<file path="src/design/cblc_pkg.sv">
package cblc_pkg;

  localparam int NUM_LEDS_DEF = 3;

  localparam int CFG_IDX_W  = 4;
  localparam int CFG_DATA_W = 16;

  localparam logic [CFG_IDX_W-1:0] CFG_BLINK_INTERVAL = 4'd0;
  localparam logic [CFG_IDX_W-1:0] CFG_EXCLUSIVE_PAIR = 4'd1;

  localparam logic [15:0] BLINK_INTERVAL_RST = 16'd500;
  localparam logic        EXCLUSIVE_PAIR_RST = 1'b1;

  localparam logic [2:0] MODE_TICK    = 3'd0;
  localparam logic [2:0] MODE_ON      = 3'd1;
  localparam logic [2:0] MODE_OFF     = 3'd2;
  localparam logic [2:0] MODE_BLINK   = 3'd3;
  localparam logic [2:0] MODE_ALL_ON  = 3'd4;
  localparam logic [2:0] MODE_ALL_OFF = 3'd5;

  typedef enum logic [2:0] {
    CH_OFF   = 3'b001,
    CH_ON    = 3'b010,
    CH_BLINK = 3'b100
  } ch_mode_t;

  typedef struct packed {
    logic       tick;
    logic       set_on;
    logic       set_off;
    logic       blink;
    logic [7:0] count;
  } ch_cmd_t;

endpackage

</file>
<file path="src/design/cblc_channel.sv">
module cblc_channel (
  input  logic             clk,
  input  logic             rst_n,
  input  cblc_pkg::ch_cmd_t cmd,
  input  logic [15:0]      interval,
  output logic             level_nxt_o,
  output logic             blink_nxt_o
);
  import cblc_pkg::*;

  ch_mode_t    mode_r, mode_nxt;
  logic        level_r, level_nxt;
  logic [8:0]  toggles_r, toggles_nxt;
  logic [15:0] elapsed_r, elapsed_nxt;
  logic [15:0] elapsed_inc;
  logic [8:0]  toggles_dec;

  assign elapsed_inc = (elapsed_r == 16'hffff) ? elapsed_r : elapsed_r + 16'd1;
  assign toggles_dec = toggles_r - 9'd1;

  always_comb begin
    mode_nxt    = mode_r;
    level_nxt   = level_r;
    toggles_nxt = toggles_r;
    elapsed_nxt = elapsed_r;
    if (cmd.blink) begin
      mode_nxt    = CH_BLINK;
      level_nxt   = 1'b1;
      toggles_nxt = {cmd.count, 1'b0} - 9'd1;
      elapsed_nxt = 16'd0;
    end else if (cmd.set_on) begin
      mode_nxt  = CH_ON;
      level_nxt = 1'b1;
    end else if (cmd.set_off) begin
      mode_nxt  = CH_OFF;
      level_nxt = 1'b0;
    end else if (cmd.tick && mode_r == CH_BLINK) begin
      elapsed_nxt = elapsed_inc;
      if (elapsed_inc >= interval) begin
        level_nxt   = ~level_r;
        elapsed_nxt = 16'd0;
        if (toggles_r != 9'd0) begin
          toggles_nxt = toggles_dec;
          if (toggles_dec == 9'd0) begin
            mode_nxt  = CH_OFF;
            level_nxt = 1'b0;
          end
        end
      end
    end
  end

  always_ff @(posedge clk) begin
    if (!rst_n) begin
      mode_r    <= CH_OFF;
      level_r   <= 1'b0;
      toggles_r <= 9'd0;
      elapsed_r <= 16'd0;
    end else begin
      mode_r    <= mode_nxt;
      level_r   <= level_nxt;
      toggles_r <= toggles_nxt;
      elapsed_r <= elapsed_nxt;
    end
  end

  assign level_nxt_o = level_nxt;
  assign blink_nxt_o = (mode_nxt == CH_BLINK);

endmodule

</file>
<file path="src/design/counted_led_blink_controller.sv">
// an accepted input item passes through the input register, then the result register,
// before its result can be accepted
// throughput: one item per cycle while results are accepted, set by the channel update between the registers
// a waiting result stalls the input only once the input register also holds an item
// reset: synchronous, active low; all channels off, interval 500, exclusive pair enabled
module counted_led_blink_controller #(
  parameter int NUM_LEDS = cblc_pkg::NUM_LEDS_DEF
) (
  input  logic                           clk,
  input  logic                           rst_n,
  input  logic                           in_tvalid,
  output logic                           in_tready,
  input  logic [15:0]                    in_tdata,  // led_index[1:0], blink_count[9:2]
  input  logic [2:0]                     in_tuser,  // mode[2:0]
  output logic                           out_tvalid,
  input  logic                           out_tready,
  output logic [7:0]                     out_tdata, // led_levels[2:0], blinking_mask[5:3]
  input  logic                           cfg_valid,
  output logic                           cfg_ready,
  input  logic [cblc_pkg::CFG_IDX_W-1:0]  cfg_index,
  input  logic [cblc_pkg::CFG_DATA_W-1:0] cfg_data
);
  import cblc_pkg::*;

  logic        in_valid_r, in_valid_nxt;
  logic [2:0]  in_mode_r;
  logic [1:0]  in_idx_r;
  logic [7:0]  in_count_r;
  logic        out_valid_r, out_valid_nxt;
  logic [7:0]  out_data_r;
  logic [15:0] interval_r;
  logic        excl_r;
  logic        advance, fire, idx_ok;
  logic [NUM_LEDS-1:0] lv_nxt, bm_nxt;
  ch_cmd_t     cmd [NUM_LEDS];

  assign advance   = !out_valid_r || out_tready;
  assign fire      = in_valid_r && advance;
  assign in_tready = !in_valid_r || advance;
  assign cfg_ready = 1'b1;
  assign idx_ok    = (32'(in_idx_r) < NUM_LEDS);

  assign in_valid_nxt  = (in_tvalid && in_tready) ? 1'b1 : (fire ? 1'b0 : in_valid_r);
  assign out_valid_nxt = fire ? 1'b1 : (out_tready ? 1'b0 : out_valid_r);

  for (genvar i = 0; i < NUM_LEDS; i++) begin : g_ch
    logic sel, excl_off;
    assign sel      = idx_ok && (32'(in_idx_r) == i);
    assign excl_off = excl_r && idx_ok && (in_mode_r == MODE_ON) &&
                      (((in_idx_r == 2'd1) && (i == 2)) || ((in_idx_r == 2'd2) && (i == 1)));
    always_comb begin
      cmd[i].tick    = fire && (in_mode_r == MODE_TICK);
      cmd[i].set_on  = fire && (((in_mode_r == MODE_ON) && sel) || (in_mode_r == MODE_ALL_ON));
      cmd[i].set_off = fire && (((in_mode_r == MODE_OFF) && sel) ||
                                (in_mode_r == MODE_ALL_OFF) || excl_off);
      cmd[i].blink   = fire && (in_mode_r == MODE_BLINK) && sel && (in_count_r != 8'd0);
      cmd[i].count   = in_count_r;
    end
    cblc_channel u_channel (
      .clk         (clk),
      .rst_n       (rst_n),
      .cmd         (cmd[i]),
      .interval    (interval_r),
      .level_nxt_o (lv_nxt[i]),
      .blink_nxt_o (bm_nxt[i])
    );
  end

  always_ff @(posedge clk) begin
    if (!rst_n) begin
      in_valid_r  <= 1'b0;
      out_valid_r <= 1'b0;
      interval_r  <= BLINK_INTERVAL_RST;
      excl_r      <= EXCLUSIVE_PAIR_RST;
    end else begin
      in_valid_r  <= in_valid_nxt;
      out_valid_r <= out_valid_nxt;
      if (cfg_valid && cfg_ready) begin
        case (cfg_index)
          CFG_BLINK_INTERVAL: interval_r <= cfg_data[15:0];
          CFG_EXCLUSIVE_PAIR: excl_r     <= cfg_data[0];
          default: ;
        endcase
      end
    end
  end

  always_ff @(posedge clk) begin
    if (in_tvalid && in_tready) begin
      in_mode_r  <= in_tuser;
      in_idx_r   <= in_tdata[1:0];
      in_count_r <= in_tdata[9:2];
    end
    if (fire) begin
      out_data_r <= {2'b00, bm_nxt[2:0], lv_nxt[2:0]};
    end
  end

  assign out_tvalid = out_valid_r;
  assign out_tdata  = out_data_r;

`ifndef SYNTHESIS
  a_stall_blocks_input: assert property (@(posedge clk) disable iff (!rst_n)
    (in_valid_r && out_valid_r && !out_tready) |-> !in_tready)
    else $error("input taken while pipeline stalled");

  a_accept_fills_stage: assert property (@(posedge clk) disable iff (!rst_n)
    (in_tvalid && in_tready) |=> in_valid_r)
    else $error("accepted item lost from input register");

  a_reset_clears_output: assert property (@(posedge clk)
    !rst_n |=> !out_tvalid)
    else $error("result valid right after reset");

  a_fire_gives_result: assert property (@(posedge clk) disable iff (!rst_n)
    fire |=> out_tvalid)
    else $error("processed item produced no result");
`endif

endmodule

</file>
<file path="config.mk">
export PLATFORM = sky130hd
export DESIGN_NAME = counted_led_blink_controller
export DESIGN_NICKNAME = d
export VERILOG_FILES = /design/src/design/cblc_pkg.sv /design/src/design/cblc_channel.sv /design/src/design/counted_led_blink_controller.sv
export SDC_FILE = /design/constraint.sdc
export NUM_CORES = 1
export LEC_CHECK = 0
export BUFFER_PORTS_ARGS = -buffer_cell sky130_fd_sc_hd__buf_4
export CAP_MARGIN = 20
export CORE_AREA = 4 4 120 122
export CTS_BUF_LIST = sky130_fd_sc_hd__clkbuf_4 sky130_fd_sc_hd__clkbuf_8
export CTS_CLUSTER_DIAMETER = 50
export DETAILED_ROUTE_END_ITERATION = 8
export DIE_AREA = 0 0 124 126
export PLACE_DENSITY = 0.78
export SKIP_LAST_GASP = 1
export SYNTH_ARGS = -nofsm -noshare
export SYNTH_HDL_FRONTEND = slang
export SYNTH_SLANG_ARGS = --single-unit
</file>
<file path="constraint.sdc">
create_clock -name clk -period 5.9 [get_ports clk]
set_input_delay 1.18 -clock clk [delete_from_list [all_inputs] [get_ports clk]]
set_output_delay 1.18 -clock clk [all_outputs]
set_load 0.01 [all_outputs]
</file>
# Yosys cells after proc, flatten, opt, wreduce, memory -nomap -nowiden
# Cells that the tools add are included.
# totals
regBits	125
inputBits	44
wordCells	210
# op_classes
add_sub_neg	7
order_cmp	4
n_eq_ne	23
muxes	70
bitwise_logic	10
reduce_logical	76
# ops
cell	count
two-way mux 9 bit	18
two-way mux 16 bit	6
two-way mux 3 bit	21
adder 16 x 1 -> 16 bit, second input constant	3
== test 16 bit, second input constant	3
>= comparator 16 bit	3
subtractor 9 x 1 -> 9 bit, second input constant	4
logical AND 1 bit	32
logical NOT 9 bit	3
nonzero test 9 bit	3
two-way mux 1 bit	25
== test 3 bit, second input constant	8
nonzero test 2 bit	11
AND reduction 5 bit	3
!= test 2 bit, second input constant	6
logical OR 1 bit	10
inverter 1 bit	10
AND reduction 3 bit	3
nonzero test 8 bit	1
== test 3 x 2 -> 1 bit, second input constant	2
OR reduction 2 bit	3
== test 4 x 1 -> 1 bit, second input constant	1
logical NOT 4 bit	1
AND reduction 2 bit	2
other kinds (7)	8

# Longest topological paths before layout
# depth
word_depth	10
depth_mapped	16
mapped_depth_nobuf	15

# Hierarchy
# A second synthesis with hierarchy kept.
# unflattened
hier_cells	1114
hier_area_um2	9302.7
# by_module_without_submodules
mod	n_inst	cells_per_inst	area_each_um2	seq_area_each_um2
cblc_channel	3	324	2572.5	580.6
counted_led_blink_controller	1	142	1585.3	950.9

# Worst setup path before layout
# Ideal clock, no wire load.
# synth_timing
path_type	register to register
startpoint	register g_ch[1].u_channel.elapsed_r[0]
endpoint	register g_ch[1].u_channel.elapsed_r[3]
setup_time_ns	0.074
t_arrival_ns	3.662
setup_slack_ns	2.164
stages_incl_launch_ff	15
n_path_buf	1
period_less_slack_ns	3.736
path_cell_list	dfxtp_1 > ha_1 > nand3_1 > nor4_1 > nor3_1 > xor2_1 > ha_1 > a21oi_1 > o21ai_0 > a2111oi_0 > o21a_1 > clkbuf_1 > nand2_1 > or4_1 > o21ai_0
# synth_via
elab_chain_cells	4
word_cells_on_any_way	5
cone_classes	add/sub (1); order compare (1); eq/ne (1); mux (2)
# synth_rtl
element	line	rtl
start, declared	cblc_channel.sv:14	logic [15:0] elapsed_r, elapsed_nxt;
start signal, assigned	cblc_channel.sv:63	elapsed_r <= elapsed_nxt;
adder 16 x 1 -> 16 bit / == test 16 bit (equally long branches)	cblc_channel.sv:18	assign elapsed_inc = (elapsed_r == 16'hffff) ? elapsed_r : elapsed_r + 16'd1;
two-way mux 16 bit *	cblc_channel.sv:18	
>= comparator 16 bit	cblc_channel.sv:39	if (elapsed_inc >= interval) begin
two-way mux 16 bit *	cblc_channel.sv:39	
# Every way passes the cells marked *; elsewhere a longest branch is shown, timed or not.
# A chain may end at the register's enable or synchronous reset.

# Worst setup path after layout
# Same ends and word-level chain as after synthesis.

==> results.sh <==
export IMPL_h_tree_depth=4
export IMPL_syn_area_per_cell_um2=8.273
export IMPL_synthArstFlopShare_pct=0
export IMPL_drv_slew=0
export IMPL_cts_root_buf="clkbuf_8"
export IMPL_min_delay_start="interval_r[13]$_SDFFE_PN0P_"
export IMPL_crit_arrival_ns=5.03
export IMPL_synth_seq_area_share_pct=34.22
export IMPL_syn_area_mm2=0.007868
export IMPL_finalSetupTns_ns=0
export IMPL_dp_cells=1132
export IMPL_top_usage_layer="met2"
export IMPL_hold_slack_ns=0.4711
export IMPL_relSlewSlack_pct=36.47
export IMPL_synth_compound_area_share_pct=17.84
export IMPL_num_vias=6906
export IMPL_synth_top_area_cell="dfxtp_1"
export IMPL_use_met1_pct=32.70
export IMPL_synth_ff_type="dfxtp_1"
export IMPL_drt_iter0_drc=634
export IMPL_hpwlAfterDp_um=13470
export IMPL_rows=42
export IMPL_worst_path_max_fanout=11
export IMPL_critPathCaptureType="register"
export IMPL_final_antenna_net_count=0
export IMPL_gp_congestion=0.8610
export IMPL_hold_violations=0
export IMPL_firstDrtPassIters=5
export IMPL_r2r_end="g_ch[1].u_channel.elapsed_r[3]$_SDFFE_PP0P_"
export IMPL_synthXorXnorAreaFrac_pct=7.570
export IMPL_cap_violations=0
export IMPL_hp_class="reg2reg"
export IMPL_fin_cells=1165
export IMPL_hold_buffers=0
export IMPL_reg2regPathDepth=13
export IMPL_hold_depth=2
export IMPL_final_nets=1082
export IMPL_clk_latency_ns=0.47
export IMPL_initial_core_util_pct=59.65
export IMPL_track_usage_pct=24.40
export IMPL_synth_edf_count=19
export IMPL_drive_gt1_share_pct=9.707
export IMPL_grt_use_met3_pct=5.830
export IMPL_total_power_w=0.001776
export IMPL_post_place_ws_ns=1.242
export IMPL_core_area_mm2=0.01319
export IMPL_grt_max_degree=57
export IMPL_min_to="interval_r[13]$_SDFFE_PN0P_"
export IMPL_fin_ws_ns=1.269
export IMPL_syn_inst=951
export IMPL_grt_pass1_vias=6278
export IMPL_routed_via_density=5.928
export IMPL_ir_worst_vdd_mv=0.1642
export IMPL_yosys_area_top_type_share_pct=26.97
export IMPL_overflow=0
export IMPL_status="completed"
export IMPL_met2_usage_pct=38.18
export IMPL_cts_resized=0
export IMPL_grt_pass1_wl_um=30360
export IMPL_period_share_pct=78.49
export IMPL_power_density_mw_per_mm2=204.9
export IMPL_synthAdderAreaFrac_pct=9.860
export IMPL_crit_required_ns=6.30
export IMPL_boundaryPins=55
export IMPL_synth_distinct_cells=63
export IMPL_fin_crit_ns=4.631
export IMPL_rsz0062_at_grt="false"
export IMPL_antennaDiodeCount=0
export IMPL_leakage_nw=3.407
export IMPL_synthSimpleGateAreaFrac_pct=25.73
export IMPL_cts_tree="built"
export IMPL_fin_worst_skew_ns=0.01278
export IMPL_synth_mux_area_share_pct=0.4294
export IMPL_antenna_found_initial=0
export IMPL_clkTransAtPathRegs_ns=0.08
export IMPL_port_buffers=45
export IMPL_die_area_mm2=0.01562
export IMPL_drc=0
export IMPL_ys_top_cells_by_area="dfxtp_1 (27%), ha_1 (9.9%), edfxtp_1 (7.3%)"
export IMPL_crit_path_start_kind="register"
export IMPL_r2r_slack_ns=1.27
export IMPL_avgRoutedWirePerCell_um=16.06
export IMPL_crit_reg2reg_launch="g_ch[1].u_channel.elapsed_r[0]$_SDFFE_PP0P_"
export IMPL_yosysWarnings=0
export IMPL_synth_seq_cells=125
export IMPL_cts_sinks=125
export IMPL_numCtsBuffers=17
export IMPL_die_w_um=124
export IMPL_synth_top_family_by_area="simple AND/OR/NAND/NOR gates"
export IMPL_clockBufferDepth=2
export IMPL_setup_viol=0
export IMPL_worst_pin_slew_ns=0.9443
export IMPL_drt_total_wl_um=18720
export IMPL_die_y_um=126
export IMPL_postCtsSetupBuffers=0
export IMPL_areaGrowthSynthToFinish_pct=10.15
export IMPL_fmax_mhz=215.9
export IMPL_crit_type="reg2reg"
## logic make-up (layout without fill, tap and decap cells)
| kind of cell | count (synthesis) | after routing |
|---|---|---|
| simple gates | 390 | 390 |
| compound gates | 223 | 223 |
| flops | 125 | 125 |
| buf+inv | 78 | 115 |
| xor+xnor | 68 | 68 |
| fa+ha+maj | 62 | 62 |
| mux | 3 | 3 |
| other cells | 2 | 3 |
## metal layers
metal | up-vias | wire [µm]
li1 | 3507 | -
met1 | 3178 | 8680
met2 | 183 | 8602
met3 | 38 | 913
met4 | 0 | 518
met5 | - | 0
## synth_stat cells (all sizes together), types with 4 or more instances
| library cell | count |
|---|---|
| edfxtp | 19 |
| o21a | 11 |
| nand3b | 7 |
| nor2b | 14 |
| a21o | 8 |
| a21oi | 63 |
| nand2b | 13 |
| xor2 | 33 |
| nand3 | 46 |
| and4 | 9 |
| nand4 | 26 |
| o211ai | 9 |
| ha | 62 |
| a31oi | 17 |
| inv | 33 |
| nor3b | 7 |
| nand2 | 105 |
| nor3 | 21 |
| or3 | 10 |
| or2 | 4 |
| clkbuf | 33 |
| xnor2 | 35 |
| nor4b | 6 |
| o21ai | 43 |
| a21boi | 11 |
| and3 | 16 |
| nor2 | 72 |
| o22ai | 14 |
| or4 | 7 |
| and2 | 11 |
| dfxtp | 106 |
| a22oi | 18 |
| a211oi | 5 |
| buf | 12 |
| nor4 | 8 |
## how the worst max path moves through the flow
stage	start	endpoint	slack, ns	cells after the start
final	g_ch[1].u_channel.elapsed_r[0]$_SDFFE_PP0P_	g_ch[1].u_channel.elapsed_r[3]$_SDFFE_PP0P_	1.27	13
after floorplan	g_ch[1].u_channel.elapsed_r[0]$_SDFFE_PP0P_	g_ch[1].u_channel.elapsed_r[3]$_SDFFE_PP0P_	2.16	14
after global placement	g_ch[1].u_channel.elapsed_r[0]$_SDFFE_PP0P_	g_ch[1].u_channel.elapsed_r[7]$_SDFFE_PP0P_	1.35	13
after CTS	g_ch[1].u_channel.elapsed_r[0]$_SDFFE_PP0P_	g_ch[1].u_channel.elapsed_r[7]$_SDFFE_PP0P_	1.17	13
after detailed placement	g_ch[1].u_channel.elapsed_r[0]$_SDFFE_PP0P_	g_ch[1].u_channel.elapsed_r[7]$_SDFFE_PP0P_	1.24	13
after global routing	g_ch[1].u_channel.elapsed_r[0]$_SDFFE_PP0P_	g_ch[1].u_channel.elapsed_r[5]$_SDFFE_PP0P_	0.89	13
## where the power goes
group          internal, W  switching, W
Combinational    0.0000405     0.0000555
Sequential        0.000877     0.0000103
Clock             0.000389      0.000403
Total              0.00131      0.000469
## placed cells by master (no fill, tap or decap), types with 7 or more instances in the layout
cell type | synthesis | final
nor3_1 | 20 | 20
o22ai_1 | 14 | 14
and4_1 | 9 | 9
nand3_1 | 46 | 46
o21ai_0 | 39 | 39
or3_1 | 10 | 10
nor4_1 | 8 | 8
inv_1 | 33 | 33
a21oi_1 | 63 | 63
o211ai_1 | 9 | 9
nand4_1 | 26 | 26
nor2b_1 | 14 | 14
a31oi_1 | 17 | 17
and2_1 | 10 | 10
clkbuf_8 | 0 | 17
inv_6 | 0 | 8
a21o_1 | 8 | 8
nand2_1 | 104 | 104
a21boi_0 | 11 | 11
ha_1 | 62 | 62
nand3b_1 | 7 | 7
nor2_1 | 72 | 72
nand2b_1 | 13 | 13
edfxtp_1 | 19 | 19
dfxtp_1 | 106 | 106
nor3b_1 | 7 | 7
and3_1 | 16 | 16
xnor2_1 | 35 | 35
xor2_1 | 33 | 33
buf_4 | 4 | 50
a22oi_1 | 18 | 18
o21a_1 | 11 | 11
## flip-flops by register name, summed over array words and instances (netlist names)
name and flops:
g_ch.u_channel.level_r 3, in_mode_r 3, interval_r 16, in_valid_r 1
g_ch.u_channel.mode_r 9, out_tvalid 1, in_count_r 8, in_idx_r 2
out_tdata 6, g_ch.u_channel.toggles_r 27, g_ch.u_channel.elapsed_r 48, excl_r 1
## area by class of cell
class	instances	area, µm²
multi-input cells	749	4850
fillers	1097	4524
flip-flops and latches	125	2693
repair buffers	50	375.4
clock buffers	17	234.0
well taps	176	220.2
clock inverters	15	170.2
inverters	33	123.9
## worst max-delay path, cell delays in order, from the launching register on
cell       delay [ns]
dfxtp_1          0.48
ha_1             0.28
nand3_1          0.19
nor4_1           0.85
nor2_1           0.14
xor2_1           0.25
ha_1             0.29
a21oi_1          0.13
o21ai_0          0.10
a2111oi_0        0.61
o21a_1           0.54
nand2_1          0.19
or4_1            0.42
o21ai_0          0.08
## through the flow
| stage | utilization (%) | area, µm² |
|---|---|---|
| after floorplan | - | 7871 |
| after global placement | 62.58 | 8254 |
| after detailed placement | 62.58 | 8254 |
| after CTS | 65.64 | 8658 |
| after global routing | 65.70 | 8666 |
| final | 65.70 | 8666 |
Note: power is estimated with default switching activity, not from simulation.
